## config.mk

```make
export PLATFORM = sky130hd
export DESIGN_NAME = postfix_expression_evaluator_core
export DESIGN_NICKNAME = d
export VERILOG_FILES = /design/src/rtl/pfe_pkg.sv /design/src/rtl/pfe_ram.sv /design/src/rtl/postfix_expression_evaluator_core.sv
export SDC_FILE = /design/constraint.sdc
export NUM_CORES = 2
export LEC_CHECK = 0
export ABC_AREA = 1
export BUFFER_PORTS_ARGS = -buffer_cell sky130_fd_sc_hd__buf_2
export CORE_UTILIZATION = 55
export DETAILED_ROUTE_END_ITERATION = 6
export PLACE_DENSITY = 0.71
export REMOVE_ABC_BUFFERS = 1
export SKIP_LAST_GASP = 1
export SLEW_MARGIN = 30
export SYNTH_ARGS = -nofsm -noshare
export SYNTH_HDL_FRONTEND = slang
export SYNTH_SLANG_ARGS = --single-unit
```

## constraint.sdc

```tcl
create_clock -name clk -period 8 [get_ports clk]
set_input_delay 0.8 -clock clk [delete_from_list [all_inputs] [get_ports clk]]
set_output_delay 0.8 -clock clk [all_outputs]
set_load 0.02 [all_outputs]
```

## src/rtl/pfe_pkg.sv

```systemverilog
`timescale 1ns / 1ps

package pfe_pkg;

  localparam int STACK_DEPTH = 32;
  localparam int ADDR_W      = (STACK_DEPTH > 1) ? $clog2(STACK_DEPTH) : 1;
  localparam int COUNT_W     = $clog2(STACK_DEPTH + 1);
  localparam int VALUE_W     = 32;
  localparam int DIV_CNT_W   = $clog2(VALUE_W);

  localparam logic [7:0] SYM_ZERO  = 8'h30;
  localparam logic [7:0] SYM_NINE  = 8'h39;
  localparam logic [7:0] SYM_PLUS  = 8'h2b;
  localparam logic [7:0] SYM_MINUS = 8'h2d;
  localparam logic [7:0] SYM_STAR  = 8'h2a;
  localparam logic [7:0] SYM_SLASH = 8'h2f;

  localparam logic [VALUE_W-1:0] EMPTY_VALUE = '1;

  typedef struct packed {
    logic [7:0] symbol;
    logic       last;
  } in_t;

  typedef struct packed {
    logic signed [VALUE_W-1:0] value;
    logic                      bad_symbol_seen;
    logic                      divide_by_zero_seen;
    logic                      overflow_seen;
  } out_t;

  // Micro-operations that one control word asks of the datapath.
  typedef enum logic [3:0] {
    ACT_NONE,
    ACT_DIGIT,
    ACT_POP1,
    ACT_POP2,
    ACT_LOAD_V2,
    ACT_ALU,
    ACT_DIV_INIT,
    ACT_DIV_STEP,
    ACT_DIV_FIX,
    ACT_PUSH,
    ACT_LOAD_TOP,
    ACT_EMIT,
    ACT_BAD
  } act_t;

  // Jump conditions; the jump is taken when the condition holds.
  typedef enum logic [3:0] {
    C_NEVER,
    C_ALWAYS,
    C_NO_INPUT,
    C_DIGIT,
    C_BAD,
    C_DIV,
    C_DIV_ZERO,
    C_DIV_MORE,
    C_NOT_LAST,
    C_OUT_FREE
  } cond_t;

  typedef logic [3:0] uaddr_t;

  typedef struct packed {
    act_t   act;
    cond_t  cond;
    uaddr_t target;
  } uword_t;

  localparam uaddr_t UA_FETCH    = 4'd0;
  localparam uaddr_t UA_DISPATCH = 4'd1;
  localparam uaddr_t UA_POP1     = 4'd2;
  localparam uaddr_t UA_POP2     = 4'd3;
  localparam uaddr_t UA_LOAD_V2  = 4'd4;
  localparam uaddr_t UA_ALU      = 4'd5;
  localparam uaddr_t UA_DIV_INIT = 4'd6;
  localparam uaddr_t UA_DIV_STEP = 4'd7;
  localparam uaddr_t UA_DIV_FIX  = 4'd8;
  localparam uaddr_t UA_PUSH     = 4'd9;
  localparam uaddr_t UA_FINISH   = 4'd10;
  localparam uaddr_t UA_LOAD_TOP = 4'd11;
  localparam uaddr_t UA_EMIT     = 4'd12;
  localparam uaddr_t UA_EMIT_WT  = 4'd13;
  localparam uaddr_t UA_BAD      = 4'd14;
  localparam uaddr_t UA_BAD_END  = 4'd15;

  function automatic uword_t ucode(input uaddr_t addr);
    uword_t w;
    w = '{act: ACT_NONE, cond: C_ALWAYS, target: UA_FETCH};
    case (addr)
      UA_FETCH:    w = '{act: ACT_NONE,     cond: C_NO_INPUT, target: UA_FETCH};
      UA_DISPATCH: w = '{act: ACT_DIGIT,    cond: C_DIGIT,    target: UA_PUSH};
      UA_POP1:     w = '{act: ACT_POP1,     cond: C_NEVER,    target: UA_FETCH};
      UA_POP2:     w = '{act: ACT_POP2,     cond: C_BAD,      target: UA_BAD};
      UA_LOAD_V2:  w = '{act: ACT_LOAD_V2,  cond: C_DIV,      target: UA_DIV_INIT};
      UA_ALU:      w = '{act: ACT_ALU,      cond: C_ALWAYS,   target: UA_PUSH};
      UA_DIV_INIT: w = '{act: ACT_DIV_INIT, cond: C_DIV_ZERO, target: UA_PUSH};
      UA_DIV_STEP: w = '{act: ACT_DIV_STEP, cond: C_DIV_MORE, target: UA_DIV_STEP};
      UA_DIV_FIX:  w = '{act: ACT_DIV_FIX,  cond: C_NEVER,    target: UA_FETCH};
      UA_PUSH:     w = '{act: ACT_PUSH,     cond: C_NOT_LAST, target: UA_FETCH};
      UA_FINISH:   w = '{act: ACT_POP1,     cond: C_NEVER,    target: UA_FETCH};
      UA_LOAD_TOP: w = '{act: ACT_LOAD_TOP, cond: C_NEVER,    target: UA_FETCH};
      UA_EMIT:     w = '{act: ACT_EMIT,     cond: C_OUT_FREE, target: UA_FETCH};
      UA_EMIT_WT:  w = '{act: ACT_NONE,     cond: C_ALWAYS,   target: UA_EMIT};
      UA_BAD:      w = '{act: ACT_BAD,      cond: C_NOT_LAST, target: UA_FETCH};
      UA_BAD_END:  w = '{act: ACT_NONE,     cond: C_ALWAYS,   target: UA_FINISH};
      default:     w = '{act: ACT_NONE,     cond: C_ALWAYS,   target: UA_FETCH};
    endcase
    return w;
  endfunction

endpackage

```

## src/rtl/pfe_ram.sv

```systemverilog
`timescale 1ns / 1ps

module pfe_ram #(
  parameter int WIDTH = 32,
  parameter int DEPTH = 32,
  localparam int AW = (DEPTH > 1) ? $clog2(DEPTH) : 1
) (
  input  logic             clk,
  input  logic             we,
  input  logic [AW-1:0]    waddr,
  input  logic [WIDTH-1:0] wdata,
  input  logic [AW-1:0]    raddr,
  output logic [WIDTH-1:0] rdata
);

  logic [WIDTH-1:0] mem [DEPTH];

  always_ff @(posedge clk) begin
    if (we) begin
      mem[waddr] <= wdata;
    end
    rdata <= mem[raddr];
  end

endmodule

```

## src/rtl/postfix_expression_evaluator_core.sv

```systemverilog
`timescale 1ns / 1ps

// Postfix expression evaluator. One character of the expression is taken per
// transfer on the input channel; a result comes out only after the character
// marked last, carrying the popped top of the stack (-1 when empty) and the
// sticky flags for the whole expression, after which stack and flags clear.
// A small microprogram steps a shared datapath around a simple dual-port
// value stack RAM (one write port, one read port), one item at a time; a
// division runs through the one-bit-per-cycle restoring divider, or pushes
// zero without dividing when the divisor is zero. The item marked last is
// followed by a final pop and a write of the output register, which waits
// while the output is stalled.
module postfix_expression_evaluator_core
  import pfe_pkg::*;
(
  input  logic clk,
  input  logic rst,
  input  logic in_valid,
  output logic in_stall,
  input  in_t  in_data,
  output logic out_valid,
  input  logic out_stall,
  output out_t out_data
);

  uaddr_t pc;
  uaddr_t pc_next;
  uword_t uw;
  logic   take;

  logic [7:0]          sym;
  logic                last_r;
  logic [COUNT_W-1:0]  count;
  logic                pop_empty;
  logic [VALUE_W-1:0]  v1;
  logic [VALUE_W-1:0]  v2;
  logic [VALUE_W-1:0]  result;
  logic                bad_flag;
  logic                dbz_flag;
  logic                ovf_flag;

  logic [VALUE_W-1:0]   quo;
  logic [VALUE_W-1:0]   rem;
  logic [VALUE_W-1:0]   dvs;
  logic                 q_neg;
  logic [DIV_CNT_W-1:0] div_cnt;

  logic                in_fire;
  logic                out_free;
  logic                emit_fire;
  logic                is_digit;
  logic                is_op;
  logic [ADDR_W-1:0]   rd_addr;
  logic [VALUE_W-1:0]  rd_data;
  logic                wr_en;
  logic                stack_full;
  logic [VALUE_W-1:0]  pop_value;
  logic [VALUE_W:0]    rem_sh;
  logic [VALUE_W:0]    trial;

  assign uw        = ucode(pc);
  assign in_stall  = (pc != UA_FETCH);
  assign in_fire   = in_valid && (pc == UA_FETCH);
  assign out_free  = !out_valid || !out_stall;
  assign emit_fire = (uw.act == ACT_EMIT) && out_free;

  always_comb begin
    is_digit = (sym inside {[SYM_ZERO:SYM_NINE]});
    is_op    = (sym inside {SYM_PLUS, SYM_MINUS, SYM_STAR, SYM_SLASH});
  end

  always_comb begin
    case (uw.cond)
      C_NEVER:    take = 1'b0;
      C_ALWAYS:   take = 1'b1;
      C_NO_INPUT: take = !in_valid;
      C_DIGIT:    take = is_digit;
      C_BAD:      take = !is_op;
      C_DIV:      take = (sym == SYM_SLASH);
      C_DIV_ZERO: take = (v1 == '0);
      C_DIV_MORE: take = (div_cnt != '0);
      C_NOT_LAST: take = !last_r;
      C_OUT_FREE: take = out_free;
      default:    take = 1'b0;
    endcase
    pc_next = take ? uw.target : pc + 4'd1;
  end

  // The RAM always reads the current top; its data is registered and lands in the next cycle.
  assign rd_addr    = ADDR_W'(count - COUNT_W'(1));
  assign stack_full = (count == COUNT_W'(STACK_DEPTH));
  assign wr_en      = (uw.act == ACT_PUSH) && !stack_full;
  assign pop_value  = pop_empty ? EMPTY_VALUE : rd_data;

  pfe_ram #(
    .WIDTH(VALUE_W),
    .DEPTH(STACK_DEPTH)
  ) u_stack (
    .clk  (clk),
    .we   (wr_en),
    .waddr(count[ADDR_W-1:0]),
    .wdata(result),
    .raddr(rd_addr),
    .rdata(rd_data)
  );

  assign rem_sh = {rem, quo[VALUE_W-1]};
  assign trial  = rem_sh - {1'b0, dvs};

  always_ff @(posedge clk) begin
    if (rst) begin
      pc        <= UA_FETCH;
      count     <= '0;
      bad_flag  <= 1'b0;
      dbz_flag  <= 1'b0;
      ovf_flag  <= 1'b0;
      out_valid <= 1'b0;
      pop_empty <= 1'b0;
    end else begin
      pc        <= pc_next;
      out_valid <= emit_fire || (out_valid && out_stall);
      case (uw.act)
        ACT_POP1, ACT_POP2: begin
          pop_empty <= (count == '0);
          if (count != '0) begin
            count <= count - COUNT_W'(1);
          end
        end
        ACT_DIV_INIT: begin
          if (v1 == '0) begin
            dbz_flag <= 1'b1;
          end
        end
        ACT_PUSH: begin
          if (stack_full) begin
            ovf_flag <= 1'b1;
          end else begin
            count <= count + COUNT_W'(1);
          end
        end
        ACT_BAD: begin
          bad_flag <= 1'b1;
        end
        ACT_EMIT: begin
          if (out_free) begin
            count    <= '0;
            bad_flag <= 1'b0;
            dbz_flag <= 1'b0;
            ovf_flag <= 1'b0;
          end
        end
        default: begin
        end
      endcase
    end
  end

  // Datapath registers carry no reset.
  always_ff @(posedge clk) begin
    if (in_fire) begin
      sym    <= in_data.symbol;
      last_r <= in_data.last;
    end
    case (uw.act)
      ACT_DIGIT: begin
        result <= VALUE_W'(sym - SYM_ZERO);
      end
      ACT_POP2, ACT_LOAD_TOP: begin
        v1 <= pop_value;
      end
      ACT_LOAD_V2: begin
        v2 <= pop_value;
      end
      ACT_ALU: begin
        case (sym)
          SYM_PLUS:  result <= v2 + v1;
          SYM_MINUS: result <= v2 - v1;
          default:   result <= v2 * v1;
        endcase
      end
      ACT_DIV_INIT: begin
        result  <= '0;
        quo     <= v2[VALUE_W-1] ? -v2 : v2;
        dvs     <= v1[VALUE_W-1] ? -v1 : v1;
        rem     <= '0;
        q_neg   <= v2[VALUE_W-1] ^ v1[VALUE_W-1];
        div_cnt <= DIV_CNT_W'(VALUE_W - 1);
      end
      ACT_DIV_STEP: begin
        div_cnt <= div_cnt - DIV_CNT_W'(1);
        if (!trial[VALUE_W]) begin
          rem <= trial[VALUE_W-1:0];
          quo <= {quo[VALUE_W-2:0], 1'b1};
        end else begin
          rem <= rem_sh[VALUE_W-1:0];
          quo <= {quo[VALUE_W-2:0], 1'b0};
        end
      end
      ACT_DIV_FIX: begin
        result <= q_neg ? -quo : quo;
      end
      ACT_EMIT: begin
        if (out_free) begin
          out_data.value               <= v1;
          out_data.bad_symbol_seen     <= bad_flag;
          out_data.divide_by_zero_seen <= dbz_flag;
          out_data.overflow_seen       <= ovf_flag;
        end
      end
      default: begin
      end
    endcase
  end

endmodule
```

==> flow_results.xml <==
<?xml version="1.0" encoding="UTF-8"?>
<metrics>
  <group name="die">
    <metric name="die-area" unit="um2">137000</metric>
    <metric name="placementRows" unit="">134</metric>
    <metric name="die_width" unit="um">370</metric>
    <metric name="top_level_ports" unit="">50</metric>
    <metric name="initial_core_util" unit="%">55.7</metric>
    <metric name="dieHeight" unit="um">370</metric>
    <metric name="coreArea" unit="um2">134000</metric>
  </group>
  <group name="timing">
    <metric name="worst_pin_slew" unit="ns">1.17</metric>
    <metric name="maxSlewViolCount" unit="">0</metric>
    <metric name="totalNegativeSetupSlack" unit="ns">0</metric>
    <metric name="timing.slew.headroom" unit="%">22.0</metric>
    <metric name="setup_repair_after_global_routing_missed_its_margin" unit="">false</metric>
    <metric name="finalHoldViolations" unit="">0</metric>
    <metric name="finalWorstPathRequiredPeriod" unit="ns">7.62</metric>
    <metric name="fin_skew" unit="ns">0.0675</metric>
    <metric name="fin_crit_sh" unit="%">95.3</metric>
    <metric name="report.final.setup_viol" unit="">0</metric>
    <metric name="fin_hold_ws" unit="ns">0.186</metric>
    <metric name="timing.fmax" unit="GHz">0.131</metric>
  </group>
  <group name="yosys">
    <metric name="post_synth_main_area_contributors" unit="">sky130_fd_sc_hd__edfxtp_1, sky130_fd_sc_hd__fa_1, sky130_fd_sc_hd__nand2_1</metric>
    <metric name="synthesis.yosys.warnings" unit="">0</metric>
    <metric name="share_of_synthesized_flip_flops_with_an_asynchronous_set_or_reset" unit="%">0</metric>
    <metric name="synth_cell_type_count" unit="">67</metric>
    <metric name="synth_area" unit="um2">74600</metric>
    <metric name="synth_flop_cell" unit="">sky130_fd_sc_hd__edfxtp_1</metric>
    <metric name="syn-instance-count" unit="">7299</metric>
    <metric name="post_synth.cell_area_avg" unit="um2">10.2</metric>
    <metric name="synth_enable_flop_cells" unit="">1266</metric>
    <metric name="synth-seq-cells" unit="">1325</metric>
    <metric name="netlist.top_cell.by_area" unit="">sky130_fd_sc_hd__edfxtp_1</metric>
    <metric name="synth.yosys.seq_area_share" unit="%">52.5</metric>
    <metric name="synth_top_area_share" unit="%">50.9</metric>
  </group>
  <group name="min_path">
    <metric name="hold_end" unit="">sym[6]</metric>
    <metric name="worst_hold_startpoint" unit="">in_data[7]</metric>
    <metric name="holdCritPathClass" unit="">input port to register</metric>
    <metric name="worst_hold_path.num_cells" unit="">1</metric>
  </group>
  <group name="setup_path">
    <metric name="setup.worst_path.end_class" unit="">register</metric>
    <metric name="timing.critical_path.slowest_cell_delay" unit="ns">0.97</metric>
    <metric name="worst-r2r-cell-count" unit="">24</metric>
    <metric name="cp_cell_sequence" unit="">nand2_1 -&gt; inv_1 -&gt; fa_1 -&gt; fa_1 -&gt; fa_1 -&gt; inv_1 -&gt; fa_1 -&gt; inv_1 -&gt; fa_1 -&gt; inv_1 -&gt; fa_1 -&gt; inv_1 -&gt; fa_1 -&gt; fa_1 -&gt; ha_1 -&gt; a21oi_1 -&gt; o21ai_0 -&gt; a21oi_1 -&gt; nand3_1 -&gt; a21oi_1 -&gt; xor2_1 -&gt; nand2_1 -&gt; nand3_1 -&gt; nand3_1</metric>
    <metric name="setup.worst_path.class" unit="">register to register</metric>
    <metric name="startpoint_type" unit="">register</metric>
    <metric name="critPathSlowestCell" unit="">sky130_fd_sc_hd__edfxtp_1</metric>
    <metric name="regToRegEndpoint" unit="">result[27]</metric>
    <metric name="cp_top_family" unit="">adder cells</metric>
    <metric name="critical_path.max_fanout" unit="">21</metric>
    <metric name="r2r_setup_slack" unit="ns">0.38</metric>
    <metric name="timing.critical_path.arrival" unit="ns">8.11</metric>
    <metric name="crit_required" unit="ns">8.49</metric>
    <metric name="crit_buf_inv" unit="">5</metric>
    <metric name="crit_top_cell" unit="">sky130_fd_sc_hd__fa_1</metric>
    <metric name="regToRegStartpoint" unit="">v1[6]</metric>
  </group>
  <group name="final_layout">
    <metric name="numnets_final" unit="">7880</metric>
    <metric name="area_delta_synth_final" unit="%">9.79</metric>
    <metric name="top_library_cells_by_usage_in_the_layout_fill_and_taps_aside" unit="">sky130_fd_sc_hd__edfxtp_1, sky130_fd_sc_hd__nand2_1, sky130_fd_sc_hd__inv_1, sky130_fd_sc_hd__nor2_1, sky130_fd_sc_hd__o21ai_0</metric>
    <metric name="final_cell_area" unit="um2">81900</metric>
    <metric name="drive_gt1_share" unit="%">7.79</metric>
    <metric name="antennaDiodeCount" unit="">0</metric>
    <metric name="final_common_cell" unit="">sky130_fd_sc_hd__edfxtp_1</metric>
  </group>
  <group name="global_route">
    <metric name="grt_pass1_wl" unit="mm">327</metric>
    <metric name="grt_pass1_vias" unit="">53000</metric>
    <metric name="grt_max_degree" unit="">215</metric>
    <metric name="grt.overflow.total" unit="">0</metric>
    <metric name="antenna_found_initial" unit="">9</metric>
    <metric name="gr-usage-all-layers" unit="%">32.1</metric>
  </group>
  <group name="route">
    <metric name="drt_drc_violations_left" unit="">0</metric>
    <metric name="drt-initial-drc-count" unit="">6746</metric>
    <metric name="wire_per_inst" unit="um">24.0</metric>
    <metric name="wirelength" unit="mm">219</metric>
    <metric name="detail_route.first_pass.iterations" unit="">6</metric>
    <metric name="avgViaCountPerCell" unit="">5.97</metric>
    <metric name="final_antenna_net_count" unit="">0</metric>
    <metric name="vias" unit="">54500</metric>
  </group>
  <group name="clock_network">
    <metric name="max-clock-path-buffers" unit="">3</metric>
    <metric name="cts_repair_resize_count" unit="">0</metric>
    <metric name="tritoncts" unit="">built</metric>
    <metric name="clkTransAtPathRegs" unit="ns">0.06</metric>
    <metric name="cts_made_buffers" unit="">140</metric>
    <metric name="root_buffer" unit="">sky130_fd_sc_hd__clkbuf_16</metric>
    <metric name="clock_sinks" unit="">1325</metric>
    <metric name="clock_insertion_delay_worst_skew" unit="ns">0.79</metric>
    <metric name="post-cts-setup-buffer-count" unit="">0</metric>
    <metric name="h_tree_lvl_count" unit="">4</metric>
    <metric name="hold_buffers" unit="">0</metric>
  </group>
  <group name="outcome">
    <metric name="status" unit="">finished clean</metric>
  </group>
  <group name="place">
    <metric name="placement.io_buffers" unit="">49</metric>
    <metric name="weighted_congestion_reported_at_the_end_of_routability_driven_placement" unit="">0.976</metric>
    <metric name="place_hpwl" unit="mm">143</metric>
    <metric name="post_dp_cell_area" unit="um2">77200</metric>
  </group>
  <group name="run">
    <metric name="max_cap_violations" unit="">0</metric>
  </group>
</metrics>
[metal layers]
metal  global-route usage, %  part of all wire [%]  vias up
li1                        -                     -    24500
met1                    43.4                    39    26700
met2                    51.7                    47     2871
met3                    5.31                   9.8      504
met4                    13.3                   4.3        8
met5                       0                 0.022        -
[worst register-to-register path: stages (launching register included)]
cell and delay (ns):
sky130_fd_sc_hd__edfxtp_1 0.97, sky130_fd_sc_hd__nand2_1 0.17, sky130_fd_sc_hd__inv_1 0.12, sky130_fd_sc_hd__fa_1 0.44, sky130_fd_sc_hd__fa_1 0.44, sky130_fd_sc_hd__fa_1 0.56, sky130_fd_sc_hd__inv_1 0.05, sky130_fd_sc_hd__fa_1 0.48
sky130_fd_sc_hd__inv_1 0.05, sky130_fd_sc_hd__fa_1 0.51, sky130_fd_sc_hd__inv_1 0.06, sky130_fd_sc_hd__fa_1 0.53, sky130_fd_sc_hd__inv_1 0.05, sky130_fd_sc_hd__fa_1 0.50, sky130_fd_sc_hd__fa_1 0.45, sky130_fd_sc_hd__ha_1 0.39
sky130_fd_sc_hd__a21oi_1 0.29, sky130_fd_sc_hd__o21ai_0 0.17, sky130_fd_sc_hd__a21oi_1 0.17, sky130_fd_sc_hd__nand3_1 0.26, sky130_fd_sc_hd__a21oi_1 0.25, sky130_fd_sc_hd__xor2_1 0.18, sky130_fd_sc_hd__nand2_1 0.07, sky130_fd_sc_hd__nand3_1 0.10
sky130_fd_sc_hd__nand3_1 0.07
[state kept, by name, summed over array words and instances (netlist names)]
name / flops
u_stack.mem: 1024
out_data: 35
dvs: 32
quo: 32
rem: 32
result: 32
u_stack.rdata: 32
v1: 32
v2: 32
uw: 12
sym: 8
count: 6
div_cnt: 5
pc: 4
bad_flag: 1
dbz_flag: 1
last_r: 1
out_valid: 1
ovf_flag: 1
pop_empty: 1
q_neg: 1
[cells by family (layout without fill, tap and decap cells)]
logic type / count (synthesis) / in the layout / share of synthesized area, %
buffers and inverters: 1453 / 1522 / 7.42
adder cells (fa/ha/maj): 614 / 614 / 14.4
AO/OA/AOI/OAI: 1334 / 1334 / 10.6
XOR/XNOR: 120 / 120 / 1.42
AND/OR/NAND/NOR: 2453 / 2453 / 13.6
flip-flops: 1325 / 1325 / 52.5
[how the worst max path moves through the flow]
| stage | cells after the start | end | startpoint |
|---|---|---|---|
| finish | 24 | result[27] | v1[6] |
| global route | 24 | result[27] | v1[6] |
| CTS | 24 | result[27] | v1[6] |
| floorplan | 8 | u_stack.rdata[0] | count[0] |
| global placement | 24 | result[27] | v1[6] |
| detailed placement | 24 | result[27] | v1[6] |
[cell usage after synthesis, types with 6 or more instances]
cell	number
sky130_fd_sc_hd__nand2_2	10
sky130_fd_sc_hd__o21ai_1	16
sky130_fd_sc_hd__nand3b_1	14
sky130_fd_sc_hd__nand3_2	8
sky130_fd_sc_hd__o22ai_1	69
sky130_fd_sc_hd__or2_2	45
sky130_fd_sc_hd__ha_1	204
sky130_fd_sc_hd__edfxtp_1	1266
sky130_fd_sc_hd__xor2_1	74
sky130_fd_sc_hd__a21o_1	18
sky130_fd_sc_hd__xnor2_1	45
sky130_fd_sc_hd__a32oi_1	33
sky130_fd_sc_hd__dfxtp_1	59
sky130_fd_sc_hd__o211ai_1	20
sky130_fd_sc_hd__fa_1	410
sky130_fd_sc_hd__nand4_1	20
sky130_fd_sc_hd__o31ai_1	6
sky130_fd_sc_hd__nor3_1	45
sky130_fd_sc_hd__o21bai_1	13
sky130_fd_sc_hd__o221ai_1	192
sky130_fd_sc_hd__nor4_1	14
sky130_fd_sc_hd__buf_1	47
sky130_fd_sc_hd__a31oi_1	47
sky130_fd_sc_hd__inv_2	9
sky130_fd_sc_hd__inv_1	1029
sky130_fd_sc_hd__a21oi_1	148
sky130_fd_sc_hd__nor2_4	9
sky130_fd_sc_hd__nor2_1	877
sky130_fd_sc_hd__nand2_1	1131
sky130_fd_sc_hd__buf_2	43
sky130_fd_sc_hd__o21ai_0	739
sky130_fd_sc_hd__clkbuf_1	319
sky130_fd_sc_hd__nand3_1	255
[stage by stage]
stage               instances  setup WS (ns)  utilization (%)
detailed placement       8865          0.486             57.6
global placement         8852          0.569             57.4
finish                   9136          0.378             61.1
floorplan                6886         -19.46                -
global route             9136         0.0724             61.1
CTS                      9122          0.450             60.9
[final cells by class]
type | count | area [um2]
well taps | 1768 | 2210
clock buffers | 192 | 3800
flip-flops and latches | 1325 | 39200
repair buffers | 225 | 1820
clock inverters | 65 | 749
fillers | 10800 | 52200
inverters | 1040 | 3930
multi-input cells | 4521 | 30200
Power is not shown: default switching activity piles up to over one toggle a cycle in this logic, so the estimate is an artifact.
